**config.mk**
```make
export PLATFORM = sky130hd
export DESIGN_NAME = revolution_scan_framer
export DESIGN_NICKNAME = d
export VERILOG_FILES = /design/src/design/rsf_pkg.sv /design/src/design/revolution_scan_framer.sv /design/src/design/rsf_div.sv /design/src/design/rsf_datapath.sv /design/src/design/rsf_ctrl.sv
export SDC_FILE = /design/constraint.sdc
export NUM_CORES = 1
export LEC_CHECK = 0
export BUFFER_PORTS_ARGS = -buffer_cell sky130_fd_sc_hd__buf_2
export CORE_MARGIN = 2
export CORE_UTILIZATION = 55
export CTS_BUF_LIST = sky130_fd_sc_hd__clkbuf_16
export DETAILED_ROUTE_END_ITERATION = 10
export GPL_TIMING_DRIVEN = 0
export PLACE_DENSITY = 0.85
export SYNTH_ARGS = -nofsm -noshare
export SYNTH_HDL_FRONTEND = slang
export SYNTH_SLANG_ARGS = --single-unit
```
**constraint.sdc**
```tcl
create_clock -name aclk -period 5.7 [get_ports aclk]
set_input_delay 0.285 -clock aclk [delete_from_list [all_inputs] [get_ports aclk]]
set_output_delay 0.285 -clock aclk [all_outputs]
set_load 0.02 [all_outputs]
```
**src/design/rsf_pkg.sv**
```systemverilog
package rsf_pkg;

    localparam int MaxFrameDef = 4096;
    localparam int CntW        = 12;
    localparam int CntMax      = (1 << CntW) - 1;
    localparam int SumW        = 20;
    localparam int TurnW       = 9;
    localparam int DistW       = 16;
    localparam int TickW       = 32;
    localparam int GapCfgW     = 16;
    localparam int TurnCfgW    = 8;
    localparam int CfgIdxW     = 3;
    localparam int CfgDataW    = 16;
    localparam int KindW       = 2;

    localparam logic [CfgIdxW-1:0] REG_MARK_GAP_MIN  = 3'd0;
    localparam logic [CfgIdxW-1:0] REG_LONG_GAP_MIN  = 3'd1;
    localparam logic [CfgIdxW-1:0] REG_SHORT_GAP_MAX = 3'd2;
    localparam logic [CfgIdxW-1:0] REG_WARMUP_TURNS  = 3'd3;
    localparam logic [CfgIdxW-1:0] REG_MEASURE_TURNS = 3'd4;

    localparam logic [GapCfgW-1:0]  MARK_GAP_RST  = 16'd800;
    localparam logic [GapCfgW-1:0]  LONG_GAP_RST  = 16'd900;
    localparam logic [GapCfgW-1:0]  SHORT_GAP_RST = 16'd200;
    localparam logic [TurnCfgW-1:0] WARMUP_RST    = 8'd10;
    localparam logic [TurnCfgW-1:0] MEASURE_RST   = 8'd10;

    localparam logic OP_SAMPLE = 1'b0;
    localparam logic OP_EDGE   = 1'b1;

    localparam logic [KindW-1:0] KIND_SAMPLE = 2'd0;
    localparam logic [KindW-1:0] KIND_END    = 2'd1;
    localparam logic [KindW-1:0] KIND_CAL    = 2'd2;

    // s_tdata layout, lowest bits last in the list
    typedef struct packed {
        logic [6:0]       fill;
        logic [TickW-1:0] edge_tick;
        logic             edge_level;
        logic [DistW-1:0] distance_cm;
    } in_data_t;

    // m_tdata layout
    typedef struct packed {
        logic [CntW-1:0]  dropped_count;
        logic [CntW-1:0]  pad_count;
        logic [CntW-1:0]  frame_length;
        logic [DistW-1:0] sample_value;
        logic [CntW-1:0]  sample_index;
    } out_data_t;

    typedef struct packed {
        logic accept;
        logic finish;
        logic move;
    } cmd_t;

    typedef struct packed {
        logic res_now;
        logic need_div;
        logic div_done;
    } sts_t;

endpackage

```
**src/design/revolution_scan_framer.sv**
```systemverilog
// Frames a rotating range scanner's samples into turns. Range samples
// (s_tuser 0) and hall edges (s_tuser 1) that give no result are taken one
// beat per cycle while the result stage is empty and no division runs. A
// beat that gives a result holds the input until the result moves from the
// result stage into the output register, so result-bearing beats are not
// taken back to back. One further beat is taken while a result waits
// downstream. The hall edge that completes calibration holds the input
// while the 20-step shift-subtract divider averages the measured turns'
// sample counts into the frame length. Samples before calibration are
// counted silently; afterwards each turn passes samples below the frame
// length and ends with a frame-end beat giving pad and drop counts.
// Configuration writes are registered and are meant for idle periods.
module revolution_scan_framer
    import rsf_pkg::*;
#(
    parameter int MAX_FRAME = MaxFrameDef
) (
    input  logic                aclk,
    input  logic                aresetn,
    input  logic                s_tvalid,
    output logic                s_tready,
    input  logic                s_tuser,   // opcode
    input  logic [55:0]         s_tdata,   // distance_cm, edge_level, edge_tick, zero fill
    output logic                m_tvalid,
    input  logic                m_tready,
    output logic [KindW-1:0]    m_tuser,   // result_kind
    output logic [63:0]         m_tdata,   // sample_index, sample_value, frame_length,
                                           // pad_count, dropped_count
    input  logic                cfg_valid,
    output logic                cfg_ready,
    input  logic [CfgIdxW-1:0]  cfg_index,
    input  logic [CfgDataW-1:0] cfg_data
);

    cmd_t cmd;
    sts_t sts;

    assign cfg_ready = 1'b1;

    rsf_ctrl u_ctrl (
        .aclk     (aclk),
        .aresetn  (aresetn),
        .s_tvalid (s_tvalid),
        .s_tready (s_tready),
        .m_tvalid (m_tvalid),
        .m_tready (m_tready),
        .sts      (sts),
        .cmd      (cmd)
    );

    rsf_datapath #(
        .MAX_FRAME (MAX_FRAME)
    ) u_dp (
        .aclk      (aclk),
        .aresetn   (aresetn),
        .cmd       (cmd),
        .sts       (sts),
        .s_tuser   (s_tuser),
        .s_tdata   (s_tdata),
        .cfg_valid (cfg_valid),
        .cfg_ready (cfg_ready),
        .cfg_index (cfg_index),
        .cfg_data  (cfg_data),
        .m_tuser   (m_tuser),
        .m_tdata   (m_tdata)
    );

endmodule

```
**src/design/rsf_div.sv**
```systemverilog
module rsf_div
    import rsf_pkg::*;
(
    input  logic             aclk,
    input  logic             aresetn,
    input  logic             start,
    input  logic [SumW-1:0]  dividend,
    input  logic [TurnW-1:0] divisor,
    output logic             done,
    output logic [SumW-1:0]  quotient
);

    localparam int StepW = $clog2(SumW);
    localparam logic [StepW-1:0] LastStep = StepW'(SumW - 1);

    logic             busy_reg, busy_next;
    logic             done_reg, done_next;
    logic [StepW-1:0] step_reg, step_next;
    logic [SumW-1:0]  quot_reg, quot_next;
    logic [TurnW-1:0] rem_reg, rem_next;
    logic [TurnW-1:0] dvs_reg, dvs_next;
    logic [TurnW:0]   trial;
    logic             fits;

    assign trial = {rem_reg, quot_reg[SumW-1]};
    assign fits  = trial >= {1'b0, dvs_reg};

    always_comb begin
        busy_next = busy_reg;
        done_next = 1'b0;
        step_next = step_reg;
        quot_next = quot_reg;
        rem_next  = rem_reg;
        dvs_next  = dvs_reg;
        if (start) begin
            busy_next = 1'b1;
            step_next = '0;
            quot_next = dividend;
            rem_next  = '0;
            dvs_next  = divisor;
        end else if (busy_reg) begin
            // one quotient bit per cycle, shifted in from the bottom
            quot_next = {quot_reg[SumW-2:0], fits};
            rem_next  = fits ? TurnW'(trial - {1'b0, dvs_reg}) : trial[TurnW-1:0];
            step_next = step_reg + 1'b1;
            if (step_reg == LastStep) begin
                busy_next = 1'b0;
                done_next = 1'b1;
            end
        end
    end

    always_ff @(posedge aclk) begin
        if (!aresetn) begin
            busy_reg <= 1'b0;
            done_reg <= 1'b0;
        end else begin
            busy_reg <= busy_next;
            done_reg <= done_next;
        end
    end

    always_ff @(posedge aclk) begin
        step_reg <= step_next;
        quot_reg <= quot_next;
        rem_reg  <= rem_next;
        dvs_reg  <= dvs_next;
    end

    assign done     = done_reg;
    assign quotient = quot_reg;

endmodule

```
**src/design/rsf_datapath.sv**
```systemverilog
module rsf_datapath
    import rsf_pkg::*;
#(
    parameter int MAX_FRAME = MaxFrameDef
) (
    input  logic                aclk,
    input  logic                aresetn,
    input  cmd_t                cmd,
    output sts_t                sts,
    input  logic                s_tuser,
    input  logic [55:0]         s_tdata,
    input  logic                cfg_valid,
    input  logic                cfg_ready,
    input  logic [CfgIdxW-1:0]  cfg_index,
    input  logic [CfgDataW-1:0] cfg_data,
    output logic [KindW-1:0]    m_tuser,
    output logic [63:0]         m_tdata
);

    localparam logic [CntW-1:0] SampleCap =
        (MAX_FRAME - 1 < CntMax) ? CntW'(MAX_FRAME - 1) : CntW'(CntMax);

    in_data_t in_d;
    assign in_d = in_data_t'(s_tdata);

    logic [GapCfgW-1:0]  mark_reg, long_reg, short_reg;
    logic [TurnCfgW-1:0] warm_reg, meas_reg;

    logic [TickW-1:0] fall_reg, fall_next;
    logic [TickW-1:0] prev_reg, prev_next;
    logic             armed_reg, armed_next;
    logic             cal_reg, cal_next;
    logic [TurnW-1:0] tc_reg, tc_next;
    logic [SumW-1:0]  sum_reg, sum_next;
    logic [CntW-1:0]  frame_reg, frame_next;
    logic [CntW-1:0]  ts_reg, ts_next;

    logic [KindW-1:0] res_kind_reg, res_kind_next;
    out_data_t        res_data_reg, res_data_next;
    logic [KindW-1:0] out_kind_reg, out_kind_next;
    out_data_t        out_data_reg, out_data_next;

    logic [TickW-1:0] gap;
    logic             is_rise, arm, close_turn, hit;
    logic [TurnW-1:0] warm9, meas9, tc_inc;
    logic [SumW:0]    sum_add;
    logic [SumW-1:0]  sum_sat;
    logic             div_done;
    logic [SumW-1:0]  quotient;
    logic [CntW-1:0]  q_sat;
    logic             sample_out;

    assign gap     = in_d.edge_tick - fall_reg;
    assign is_rise = (s_tuser == OP_EDGE) && in_d.edge_level;
    assign arm     = gap > TickW'(mark_reg);
    assign close_turn = is_rise && !arm && armed_reg && (prev_reg > TickW'(long_reg))
                        && (gap < TickW'(short_reg));

    assign warm9   = TurnW'(warm_reg);
    assign meas9   = (meas_reg == '0) ? TurnW'(1) : TurnW'(meas_reg);
    assign tc_inc  = tc_reg + 1'b1;
    assign hit     = tc_inc == TurnW'(warm9 + meas9);
    assign sum_add = {1'b0, sum_reg} + (SumW + 1)'(ts_reg);
    assign sum_sat = sum_add[SumW] ? {SumW{1'b1}} : sum_add[SumW-1:0];
    assign q_sat   = (quotient > SumW'(SampleCap)) ? SampleCap : quotient[CntW-1:0];

    assign sample_out = (s_tuser == OP_SAMPLE) && cal_reg && (ts_reg < frame_reg);

    assign sts.res_now  = sample_out || (close_turn && cal_reg);
    assign sts.need_div = close_turn && !cal_reg && hit;
    assign sts.div_done = div_done;

    rsf_div u_div (
        .aclk     (aclk),
        .aresetn  (aresetn),
        .start    (cmd.accept && sts.need_div),
        .dividend (sum_sat),
        .divisor  (meas9),
        .done     (div_done),
        .quotient (quotient)
    );

    always_comb begin
        fall_next     = fall_reg;
        prev_next     = prev_reg;
        armed_next    = armed_reg;
        cal_next      = cal_reg;
        tc_next       = tc_reg;
        sum_next      = sum_reg;
        frame_next    = frame_reg;
        ts_next       = ts_reg;
        res_kind_next = res_kind_reg;
        res_data_next = res_data_reg;
        out_kind_next = out_kind_reg;
        out_data_next = out_data_reg;

        if (cmd.accept) begin
            if (s_tuser == OP_SAMPLE) begin
                if (ts_reg != SampleCap) begin
                    ts_next = ts_reg + 1'b1;
                end
                res_kind_next = KIND_SAMPLE;
                res_data_next = '{dropped_count: '0, pad_count: '0,
                                  frame_length: frame_reg,
                                  sample_value: in_d.distance_cm,
                                  sample_index: ts_reg};
            end else if (in_d.edge_level) begin
                prev_next = gap;
                if (arm) begin
                    armed_next = 1'b1;
                end else if (close_turn) begin
                    armed_next = 1'b0;
                    ts_next    = '0;
                    if (!cal_reg) begin
                        tc_next = hit ? TurnW'(tc_inc - warm9) : tc_inc;
                        if (hit) begin
                            cal_next = 1'b1;
                            sum_next = sum_sat;
                        end else if (tc_inc > warm9) begin
                            sum_next = sum_sat;
                        end
                    end
                end
                res_kind_next = KIND_END;
                res_data_next = '{
                    dropped_count: (ts_reg > frame_reg) ? CntW'(ts_reg - frame_reg) : '0,
                    pad_count:     (frame_reg > ts_reg) ? CntW'(frame_reg - ts_reg) : '0,
                    frame_length:  frame_reg,
                    sample_value:  '0,
                    sample_index:  '0};
            end else begin
                fall_next = in_d.edge_tick;
            end
        end

        if (cmd.finish) begin
            frame_next    = q_sat;
            res_kind_next = KIND_CAL;
            res_data_next = '{dropped_count: '0, pad_count: '0, frame_length: q_sat,
                              sample_value: '0, sample_index: '0};
        end

        if (cmd.move) begin
            out_kind_next = res_kind_reg;
            out_data_next = res_data_reg;
        end
    end

    always_ff @(posedge aclk) begin
        if (!aresetn) begin
            mark_reg  <= MARK_GAP_RST;
            long_reg  <= LONG_GAP_RST;
            short_reg <= SHORT_GAP_RST;
            warm_reg  <= WARMUP_RST;
            meas_reg  <= MEASURE_RST;
        end else if (cfg_valid && cfg_ready) begin
            case (cfg_index)
                REG_MARK_GAP_MIN:  mark_reg  <= cfg_data;
                REG_LONG_GAP_MIN:  long_reg  <= cfg_data;
                REG_SHORT_GAP_MAX: short_reg <= cfg_data;
                REG_WARMUP_TURNS:  warm_reg  <= cfg_data[TurnCfgW-1:0];
                REG_MEASURE_TURNS: meas_reg  <= cfg_data[TurnCfgW-1:0];
                default: ;
            endcase
        end
    end

    always_ff @(posedge aclk) begin
        if (!aresetn) begin
            fall_reg  <= '0;
            prev_reg  <= '0;
            armed_reg <= 1'b0;
            cal_reg   <= 1'b0;
            tc_reg    <= '0;
            sum_reg   <= '0;
            frame_reg <= '0;
            ts_reg    <= '0;
        end else begin
            fall_reg  <= fall_next;
            prev_reg  <= prev_next;
            armed_reg <= armed_next;
            cal_reg   <= cal_next;
            tc_reg    <= tc_next;
            sum_reg   <= sum_next;
            frame_reg <= frame_next;
            ts_reg    <= ts_next;
        end
    end

    always_ff @(posedge aclk) begin
        res_kind_reg <= res_kind_next;
        res_data_reg <= res_data_next;
        out_kind_reg <= out_kind_next;
        out_data_reg <= out_data_next;
    end

    assign m_tuser = out_kind_reg;
    assign m_tdata = out_data_reg;

endmodule

```
**src/design/rsf_ctrl.sv**
```systemverilog
module rsf_ctrl
    import rsf_pkg::*;
(
    input  logic aclk,
    input  logic aresetn,
    input  logic s_tvalid,
    output logic s_tready,
    output logic m_tvalid,
    input  logic m_tready,
    input  sts_t sts,
    output cmd_t cmd
);

    localparam logic ST_IDLE = 1'b0;
    localparam logic ST_DIV  = 1'b1;

    logic state_reg, state_next;
    logic res_valid_reg, res_valid_next;
    logic out_valid_reg, out_valid_next;
    logic load;

    assign s_tready   = (state_reg == ST_IDLE) && !res_valid_reg;
    assign cmd.accept = s_tvalid && s_tready;
    assign cmd.finish = (state_reg == ST_DIV) && sts.div_done;
    assign cmd.move   = res_valid_reg && (!out_valid_reg || m_tready);
    assign load       = (cmd.accept && sts.res_now) || cmd.finish;

    always_comb begin
        state_next = state_reg;
        case (state_reg)
            ST_IDLE: begin
                if (cmd.accept && sts.need_div) begin
                    state_next = ST_DIV;
                end
            end
            ST_DIV: begin
                if (sts.div_done) begin
                    state_next = ST_IDLE;
                end
            end
            default: state_next = ST_IDLE;
        endcase

        // result stage only loads when empty, so load and move never overlap
        res_valid_next = load || (res_valid_reg && !cmd.move);
        if (cmd.move) begin
            out_valid_next = 1'b1;
        end else if (m_tready) begin
            out_valid_next = 1'b0;
        end else begin
            out_valid_next = out_valid_reg;
        end
    end

    always_ff @(posedge aclk) begin
        if (!aresetn) begin
            state_reg     <= ST_IDLE;
            res_valid_reg <= 1'b0;
            out_valid_reg <= 1'b0;
        end else begin
            state_reg     <= state_next;
            res_valid_reg <= res_valid_next;
            out_valid_reg <= out_valid_next;
        end
    end

    assign m_tvalid = out_valid_reg;

endmodule

```
After elaboration in Yosys (flattened, before gate mapping)

Cells that the tools add are included.

Logic and storage cells: 155
Output and inout bits: 69
Bits in registers: 363
Input port bits: 81

Bitwise operators: 7
Equal/unequal tests: 11
Add/sub/neg operators: 10
$lt $le $gt $ge: 9
Reductions and logical operators: 49
Muxes and demuxes: 35

Operators with widths:

| operator                                                                          | number |
|---|---|
| 64-bit 2-to-1 mux                                                                 | 2 |
| 20-bit 2-to-1 mux                                                                 | 5 |
| 12-bit 2-to-1 mux                                                                 | 8 |
| 40-bit 2-to-1 mux                                                                 | 2 |
| 32-bit by 16-bit greater-than comparator with 1-bit output                        | 2 |
| 32-bit by 16-bit < comparator with 1-bit output                                   | 1 |
| 32-bit subtractor                                                                 | 1 |
| 12-bit greater-than comparator                                                    | 2 |
| 12-bit subtractor                                                                 | 2 |
| 20-bit by 12-bit adder with 21-bit output                                         | 1 |
| 20-bit by 12-bit greater-than comparator with 1-bit output, second input constant | 1 |
| 9-bit 2-to-1 mux                                                                  | 2 |
| 1-bit logical AND                                                                 | 17 |
| 2-bit AND reduction                                                               | 7 |
| 12-bit by 1-bit adder with 12-bit output, second input constant                   | 1 |
| 12-bit < comparator                                                               | 1 |
| 1-bit 2-to-1 mux                                                                  | 12 |
| 12-bit != test, second input constant                                             | 1 |
| 2-bit nonzero test                                                                | 6 |
| 10-bit by 9-bit >= comparator with 1-bit output                                   | 1 |
| 5-bit AND reduction                                                               | 2 |
| 8-bit by 9-bit adder with 9-bit output                                            | 1 |
| 9-bit by 1-bit adder with 9-bit output, second input constant                     | 1 |
| 9-bit equality test                                                               | 1 |
| 24 further kinds                                                                  | 41 |

Logic depth before layout (Yosys ltp)

Gate-level depths: netlist (run 1).

Word-level depth: 12
Mapped depth: 23
Depth with buffers taken out: 20

Modules after synthesis

A second synthesis (run 1) with hierarchy kept.

Cell total of the unflattened synthesis: 2144
Area, all modules: 19832.8 µm²

By module, submodules not included:

| module                 | instances | cells each | area each (µm²) |
|---|---|---|---|
| rsf_datapath           | 1         | 1930       | 17321.6 |
| rsf_div                | 1         | 196        | 2342.2 |
| rsf_ctrl               | 1         | 16         | 157.7 |
| revolution_scan_framer | 1         | 2          | 11.3 |

Least setup slack after synthesis (run 1)

Ideal clock, no wire load.

Path kind: register to register
Start: reg u_dp.fall_reg[1]
End: reg u_dp.u_div.quot_reg[0], in the netlist u_dp.u_div.quotient[0] (enable)
Cell stages (with the launch flop): 23
Clock period less this slack: 4.497 ns
Arrival: 4.151 ns
Buffers on the path: 3
Data required time: 5.354 ns
Setup slack: 1.203 ns
Path through: dfxtp_1 inv_1 ha_1 nor2b_2 o2111ai_2 a2111o_1 and3_1 o21bai_1 a21oi_1 xnor2_1 ha_1 nand4_1 a21oi_1 a211oi_1 a22o_1 o2111ai_1 nor4_1 and4_1 buf_4 and4_1 buf_2 buf_4 or2_2

Longest elaborated chain between the ends: 11
Elaborated cells on any way between the ends: 12
Classes of those cells: 1 x add/sub; 2 x order compare; 9 x reduce/logical

Ends and longest elaborated chain:

| element                                                    | line                | text |
|---|---|---|
| start: declaration                                         | rsf_datapath.sv:29  | `logic [TickW-1:0] fall_reg, fall_next;` |
| start signal: assignment                                   | rsf_datapath.sv:179 | `fall_reg <= fall_next;` |
| 32-bit subtractor *                                        | rsf_datapath.sv:53  | `assign gap = in_d.edge_tick - fall_reg;` |
| via u_dp.gap[15]                                           | rsf_datapath.sv:43  | `logic [TickW-1:0] gap;` |
| 32-bit by 16-bit greater-than comparator with 1-bit output | rsf_datapath.sv:55  | `assign arm = gap > TickW'(mark_reg);` |
| 1-bit zero test                                            | rsf_datapath.sv:56  | `assign close_turn = is_rise && !arm && armed_reg && (prev_reg > TickW'(long_reg))` |
| 1-bit logical AND (3 in a row)                             | rsf_datapath.sv:56  |  |
| 1-bit logical AND *                                        | rsf_datapath.sv:57  | `&& (gap < TickW'(short_reg));` |
| 1-bit logical AND * (2 in a row)                           | rsf_datapath.sv:70  | `assign sts.need_div = close_turn && !cal_reg && hit;` |
| 1-bit logical AND *                                        | rsf_datapath.sv:76  | `.start (cmd.accept && sts.need_div),` |
| 2-bit nonzero test (no line) *                             | --                  |  |
| end signal: assignment                                     | rsf_div.sv:65       | `quot_reg <= quot_next;` |
| end: declaration                                           | rsf_div.sv:19       | `logic [SumW-1:0] quot_reg, quot_next;` |

Mark *: on every way through the listed nets, which the timed path passes. The rest lies on a longest branch.
A chain may end at the register's enable or synchronous reset.

Worst setup path in the final report (run 1)

Start: reg u_dp.fall_reg[1]
End: reg u_dp.u_div.dvs_reg[3] (enable)

Longest elaborated chain between the ends: 10
Elaborated cells on any way between the ends: 11
Classes of those cells: 1 x add/sub; 2 x order compare; 8 x reduce/logical

Ends and longest elaborated chain:

| element                                                    | line               | text |
|---|---|---|
| 32-bit subtractor *                                        | rsf_datapath.sv:53 |  |
| via u_dp.gap[15]                                           | rsf_datapath.sv:43 |  |
| 32-bit by 16-bit greater-than comparator with 1-bit output | rsf_datapath.sv:55 |  |
| 1-bit zero test                                            | rsf_datapath.sv:56 |  |
| 1-bit logical AND (3 in a row)                             | rsf_datapath.sv:56 |  |
| 1-bit logical AND *                                        | rsf_datapath.sv:57 |  |
| 1-bit logical AND * (2 in a row)                           | rsf_datapath.sv:70 |  |
| 1-bit logical AND *                                        | rsf_datapath.sv:76 |  |
| via u_dp.u_div.start                                       | rsf_div.sv:6       | `input logic start,` |
| end signal: assignment                                     | rsf_div.sv:67      | `dvs_reg <= dvs_next;` |
| end: declaration                                           | rsf_div.sv:21      | `logic [TurnW-1:0] dvs_reg, dvs_next;` |

Marked as above.

==> reports/results.tsv, run 1 <==
metric	value	unit
FMAX	186	MHz
post-synth top area share	27.1	%
die span in y	189	um
Worst Setup Start Kind	flop	
Pwr Density	268	nW/um2
via count	16100	
number of I/O port buffers	141	
RD Place Congestion	0.923	
CTS H-tree depth	2	
most common flop cell mapped by yosys	dfxtp_1	
Synth cell types	86	
Final ANT Viol Nets	0	
Area growth, synth to finish	15.7	%
crit path DAT	5.62	ns
Slew headroom	6.32	%
drt wl/cell	17.5	um
Fin. Hold Viols	0	
Crit Path Max Fanout	17	
chip width	189	um
first-pass GRT wire length	78900	um
register bit total from synthesis	362	
# rows	67	
RSZ-0062 raised after global routing	no	
fin area	21800	um2
CP endpoint kind	flop	
CTS Buf Count	39	
DRC viols	0	
Synth Instances	2094	
FFs w/ async S/R, synth	0	%
layout cells sized above 1	10.5	%
VDD IR max	0.256	mV
drt pass-1 iters	5	
max-cap viol count	0	
number of enable-type register cells in the synthesized netlist	106	
# IOs	150	
setup bufs post-CTS	0	
largest net degree at the start of global routing	39	
status	completed	
Sink Count	362	
HP Class	in2reg	
fin. max-slew vios	0	
GRT Util Overall	27.1	%
register area share after synthesis	44.0	%
leak pwr	0.00873	uW
area post-placement	20200	um2
Required @ worst endpoint	5.94	ns
critical path type	reg2reg	
Clk Latency, worst-skew pair	0.55	ns
Worst-path clk slew	0.06	ns
post-synthesis average cell area	9.02	um2
area of the core	33700	um2
Antenna diodes	0	
Final Setup Violations	0	
grt total ovfl	0	
synth top area cells	dfxtp_1 27%, edfxtp_1 17%, ha_1 9.3%	
DRT Wirelength	48800	um
Hold WS	0.0132	ns
synthesized net count	2323	
clk_skew	0.0177	ns
Die Area	35800	um2
Starting DRT DRC Count	1186	
Max Root-Sink Buffers	3	
Nets	2546	
Least-Margin Pin Slew	1.39	ns
Initial Util	56.0	%
area of the mapped netlist	18900	um2
vias in the first global route	16000	
initial antenna violation count	2	
Root Buffer	clkbuf_16	
via/cell ratio	5.76	
FILL cells	2716	
Tcrit/Tclk final	94.4	%
Yosys top cell by area	dfxtp_1	
Final min period	5.38	ns
Synth Warn #	0	
dpl hpwl	35800	um
CTS tree	yes	
-- placed cells by master, fill, tap and decap left out, drive strengths merged, types with 23 or more instances in the layout --
cell type and n:
clkbuf 122, a211oi 24, a22o 51, o211ai 23, xnor2 60, nor2 143
a21oi 219, ha 141, nand2 323, a21o 35, inv 172, mux2i 27
o21ai 79, nor3 35, edfxtp 106, dlygate4sd3 39, nand4 32, buf 161
dfxtp 256, xor2 37, nand3 29
-- worst paths after layout --
check	start	to	slack, ns	depth (start not counted)
worst min register to register	u_dp.res_data_reg[36]	u_dp.m_tdata[36]	0.43	0
worst max register to register	u_dp.fall_reg[1]	u_dp.u_div.dvs_reg[3]	0.32	22
worst max-delay path	u_dp.fall_reg[1]	u_dp.u_div.dvs_reg[3]	0.32	22
worst min-delay path	s_tdata[24]	u_dp.fall_reg[7]	0.01	3
-- final cells by class --
class                      instances  area [um2]  area share, %
timing repair buffer             181        1120           5.11
clock buffer                      41        1030           4.70
inverter                         161         604           2.77
buffer                           100         440           2.02
tap                              448         561           2.57
sequential                       362        8310           38.0
clock inverter                    25         218          0.997
multi-input combinational       1472        9570           43.8
-- synthesized netlist by cell type, drive strengths merged (23+ instances only) --
| cell | number |
|---|---|
| nand2 | 323 |
| dfxtp | 256 |
| a21oi | 219 |
| inv | 161 |
| nor2 | 143 |
| ha | 141 |
| edfxtp | 106 |
| clkbuf | 81 |
| o21ai | 79 |
| xnor2 | 60 |
| a22o | 51 |
| xor2 | 37 |
| a21o | 35 |
| nor3 | 35 |
| nand4 | 32 |
| nand3 | 29 |
| mux2i | 27 |
| a211oi | 24 |
| o211ai | 23 |
-- routing by layer --
metal	up-vias	part of all wire [%]	global-route usage, %
met1	7581	41	33.1
met3	135	6.5	4.65
li1	7771	-	-
met2	589	48	47.5
met4	4	3.8	10.6
met5	-	0.047	0
-- timing repair --
| action | CTS | global route |
|---|---|---|
| hold buffers | 39 | 0 |
| gates cloned | 0 | 1 |
| resized for setup | 1 | 5 |
| hold endpoints to repair | 39 | 0 |
| endpoints found under the setup margin | 20 | 61 |
-- kinds of logic (layout without fill, tap and decap cells) --
| logic type | after synthesis | in the layout | share of synthesized area (%) |
|---|---|---|---|
| AOI/OAI and AO/OA | 534 | 534 | 18.2 |
| other | 1 | 1 | 0.0199 |
| muxes | 41 | 41 | 2.27 |
| buffers and inverters | 261 | 508 | 5.53 |
| and+or+nand+nor | 650 | 651 | 15.4 |
| DFF | 362 | 362 | 44.0 |
| xor gates and xnor gates | 97 | 97 | 4.50 |
| adders and majority gates | 148 | 148 | 10.1 |
-- where the power goes --
part	internal [uW]	switching, uW	leakage, uW
combinational	248	385	0.00510
sequential	2690	30.7	0.00299
clock	1480	1020	0.000641
-- through the flow --
stage               cells  power [uW]  setup slack, ns  util, %  setup TNS (ns)
detailed placement   2684        3360          -0.0308     59.9          -0.573
global placement     2683        3340           0.0962     59.8               0
floorplan            2094        3180             1.20        -               0
finish               2790        5850            0.319     64.8               0
global route         2790        6050           0.0895     64.8               0
CTS                  2789        5860            0.141     64.7               0
-- worst max-delay path, stage by stage (launching register included) --
cell and delay [ns]:
dfxtp_1 0.37, inv_1 0.06, ha_1 0.27, nor2b_2 0.17, o2111ai_2 0.18, a2111o_1 0.53, and3_1 0.27, o21bai_1 0.17
a21oi_1 0.13, xnor2_2 0.29, ha_1 0.31, nand4_1 0.11, a21oi_1 0.05, a211oi_1 0.33, a22o_1 0.27, o2111ai_1 0.15
nor4_2 0.19, and4_1 0.26, buf_4 0.16, and4_1 0.18, buf_2 0.14, buf_4 0.21, buf_4 0.26
Power figures use the tool's default switching activity.
==> run 2: changes to the inputs <==
--- a/config.mk
+++ b/config.mk
@@ -11,7 +11,7 @@
 export CTS_BUF_LIST = sky130_fd_sc_hd__clkbuf_16
 export DETAILED_ROUTE_END_ITERATION = 10
 export GPL_TIMING_DRIVEN = 0
-export PLACE_DENSITY = 0.85
+export PLACE_DENSITY = 0.74
 export SYNTH_ARGS = -nofsm -noshare
 export SYNTH_HDL_FRONTEND = slang
 export SYNTH_SLANG_ARGS = --single-unit
==> reports/results.tsv, run 2 (same netlist as run 1, synthesis figures left out) <==
metric	value	unit
r2r worst-path depth	20	
# IOs	150	
Worst-path clk slew	0.06	ns
via count	15800	
die span in y	189	um
CP endpoint kind	flop	
met3 wire len	2370	um
GRT Util Overall	26.0	%
# rows	67	
WHS Endpoint	u_dp.fall_reg[8]	
DRC viols	0	
Max Root-Sink Buffers	3	
reg2reg end	u_dp.u_div.quotient[12]	
Fin. Hold Viols	0	
CTS H-tree depth	2	
clk_skew	0.0202	ns
Tcrit/Tclk final	95.3	%
Critical Path Max Stage Delay	0.51	ns
area of the core	33700	um2
initial antenna violation count	3	
Final Setup Violations	0	
most frequent cells in the layout	323 x nand2_1, 256 x dfxtp_1, 216 x a21oi_1	
fin cells	2795	
RSZ-0062 raised after global routing	no	
Final min period	5.43	ns
layout cells sized above 1	10.8	%
fin. max-slew vios	0	
DP Cell Count	2684	
Hold WS	0.0152	ns
Hold Path Origin	s_tdata[25]	
Sink Count	362	
area post-placement	20200	um2
Slew headroom	29.7	%
Initial Util	56.0	%
Die Area	35800	um2
Buf+Inv Stages, Crit Path	4	
drt wl/cell	16.9	um
first-pass GRT wire length	75700	um
DRT Wirelength	47200	um
Clk Latency, worst-skew pair	0.54	ns
leak pwr	0.00871	uW
FILL cells	2847	
setup tns final	0	ns
met1 WL	19900	um
number of I/O port buffers	141	
R2R Path Start	u_dp.fall_reg[1]	
via/cell ratio	5.64	
Pwr Density	264	nW/um2
Starting DRT DRC Count	1039	
VDD IR max	0.261	mV
vias in the first global route	15200	
Nets	2542	
dpl hpwl	35600	um
CTS Buf Count	39	
area of the multi-input gates	9560	um2
Worst Setup Start Kind	flop	
Final ANT Viol Nets	0	
post-layout utilization of the core	64.6	%
HP Class	in2reg	
Worst Hold Depth	3	
drt pass-1 iters	5	
chip width	189	um
Root Buffer	clkbuf_16	
top sig layer	met4	
fin area	21800	um2
Crit-path slowest cell	a2111o_1	
max-cap viol count	0	
commonest non-fill, non-tap cell in the layout	nand2_1	
met2 wire len	23400	um
Required @ worst endpoint	5.92	ns
CTS tree	yes	
largest net degree at the start of global routing	37	
grt total ovfl	0	
reg-to-reg slack, setup	0.27	ns
Crit Path Max Fanout	11	
crit-path cells	inv_1 -> ha_1 -> nor2b_2 -> o2111ai_2 -> a2111o_1 -> and3_1 -> xnor2_1 -> ha_1 -> a21o_1 -> a21o_1 -> a211oi_1 -> a22o_1 -> o2111ai_1 -> nor4_1 -> and4_1 -> buf_4 -> and4_1 -> buf_2 -> buf_4 -> or2_2	
CP top delay family	compound AO/OA/AOI/OAI gates	
Reg area	8310	um2
crit path DAT	5.65	ns
status	completed	
FMAX	184	MHz
RD Place Congestion	0.926	
Area growth, synth to finish	15.3	%
Least-Margin Pin Slew	1.05	ns
critical path type	reg2reg	
-- run 2: cell count changes in the layout (fill, tap and decap cells not counted), moves of 3 or more --
cell,delta
inv_6,-3
diode_2,+3
dlygate4sd3_1,-5
bufinv_16,-3
clkinv_4,+4
clkinv_2,+6
-- run 2: layout make-up --
cell class | instances | share of cell area [%]
tap | 448 | 2.57
buffer | 100 | 2.02
sequential | 362 | 38.2
clock buffer | 41 | 4.71
antenna | 3 | 0.0345
inverter | 161 | 2.78
clock inverter | 31 | 0.891
timing repair buffer | 177 | 4.93
multi-input combinational | 1472 | 43.9
-- run 2: report_power, final --
part / internal (uW) / switching [uW]
clock: 1360 / 1040
sequential: 2690 / 30.0
combinational: 245 / 375
total: 4300 / 1450
-- run 2: metrics by stage --
step	power, uW	setup slack, ns
floorplan	3180	1.20
global placement	3350	-0.0409
detailed placement	3370	-0.0110
CTS	5780	0.162
global route	5950	0.0394
finish	5750	0.266
-- run 2: tightest hold or removal path, stage by stage --
cell	delay [ns]
buf_2	0.11
nand2_1	0.05
a21oi_1	0.05
-- run 2: how the worst max path moves through the flow --
stage,startpoint,to,slack (ns),depth (start not counted)
2_1_floorplan,u_dp.fall_reg[1],u_dp.u_div.quotient[0],1.20,22
3_3_place_gp,s_tdata[18],u_dp.u_div.quotient[2],-0.04,22
3_5_place_dp,s_tdata[18],u_dp.u_div.quotient[2],-0.01,22
4_1_cts,u_dp.fall_reg[1],u_dp.u_div.quotient[2],0.16,20
5_1_grt,u_dp.fall_reg[1],u_dp.ts_reg[7],0.04,20
6_report,u_dp.fall_reg[1],u_dp.u_div.quotient[12],0.27,20
-- run 2: repair_timing --
item,in CTS,in global routing
hold endpoints to repair,35,0
hold buffers,34,0
gates resized for setup,1,2
gates cloned,0,1
setup endpoints to repair,20,30
pin swaps,0,1
setup buffers,0,1
-- run 2: layer usage --
| layer | up-vias | global-route usage, % |
|---|---|---|
| met1 | 7448 | 32.3 |
| met3 | 97 | 3.13 |
| met2 | 452 | 46.5 |
| met5 | - | 0 |
| met4 | 0 | 9.51 |
| li1 | 7773 | - |
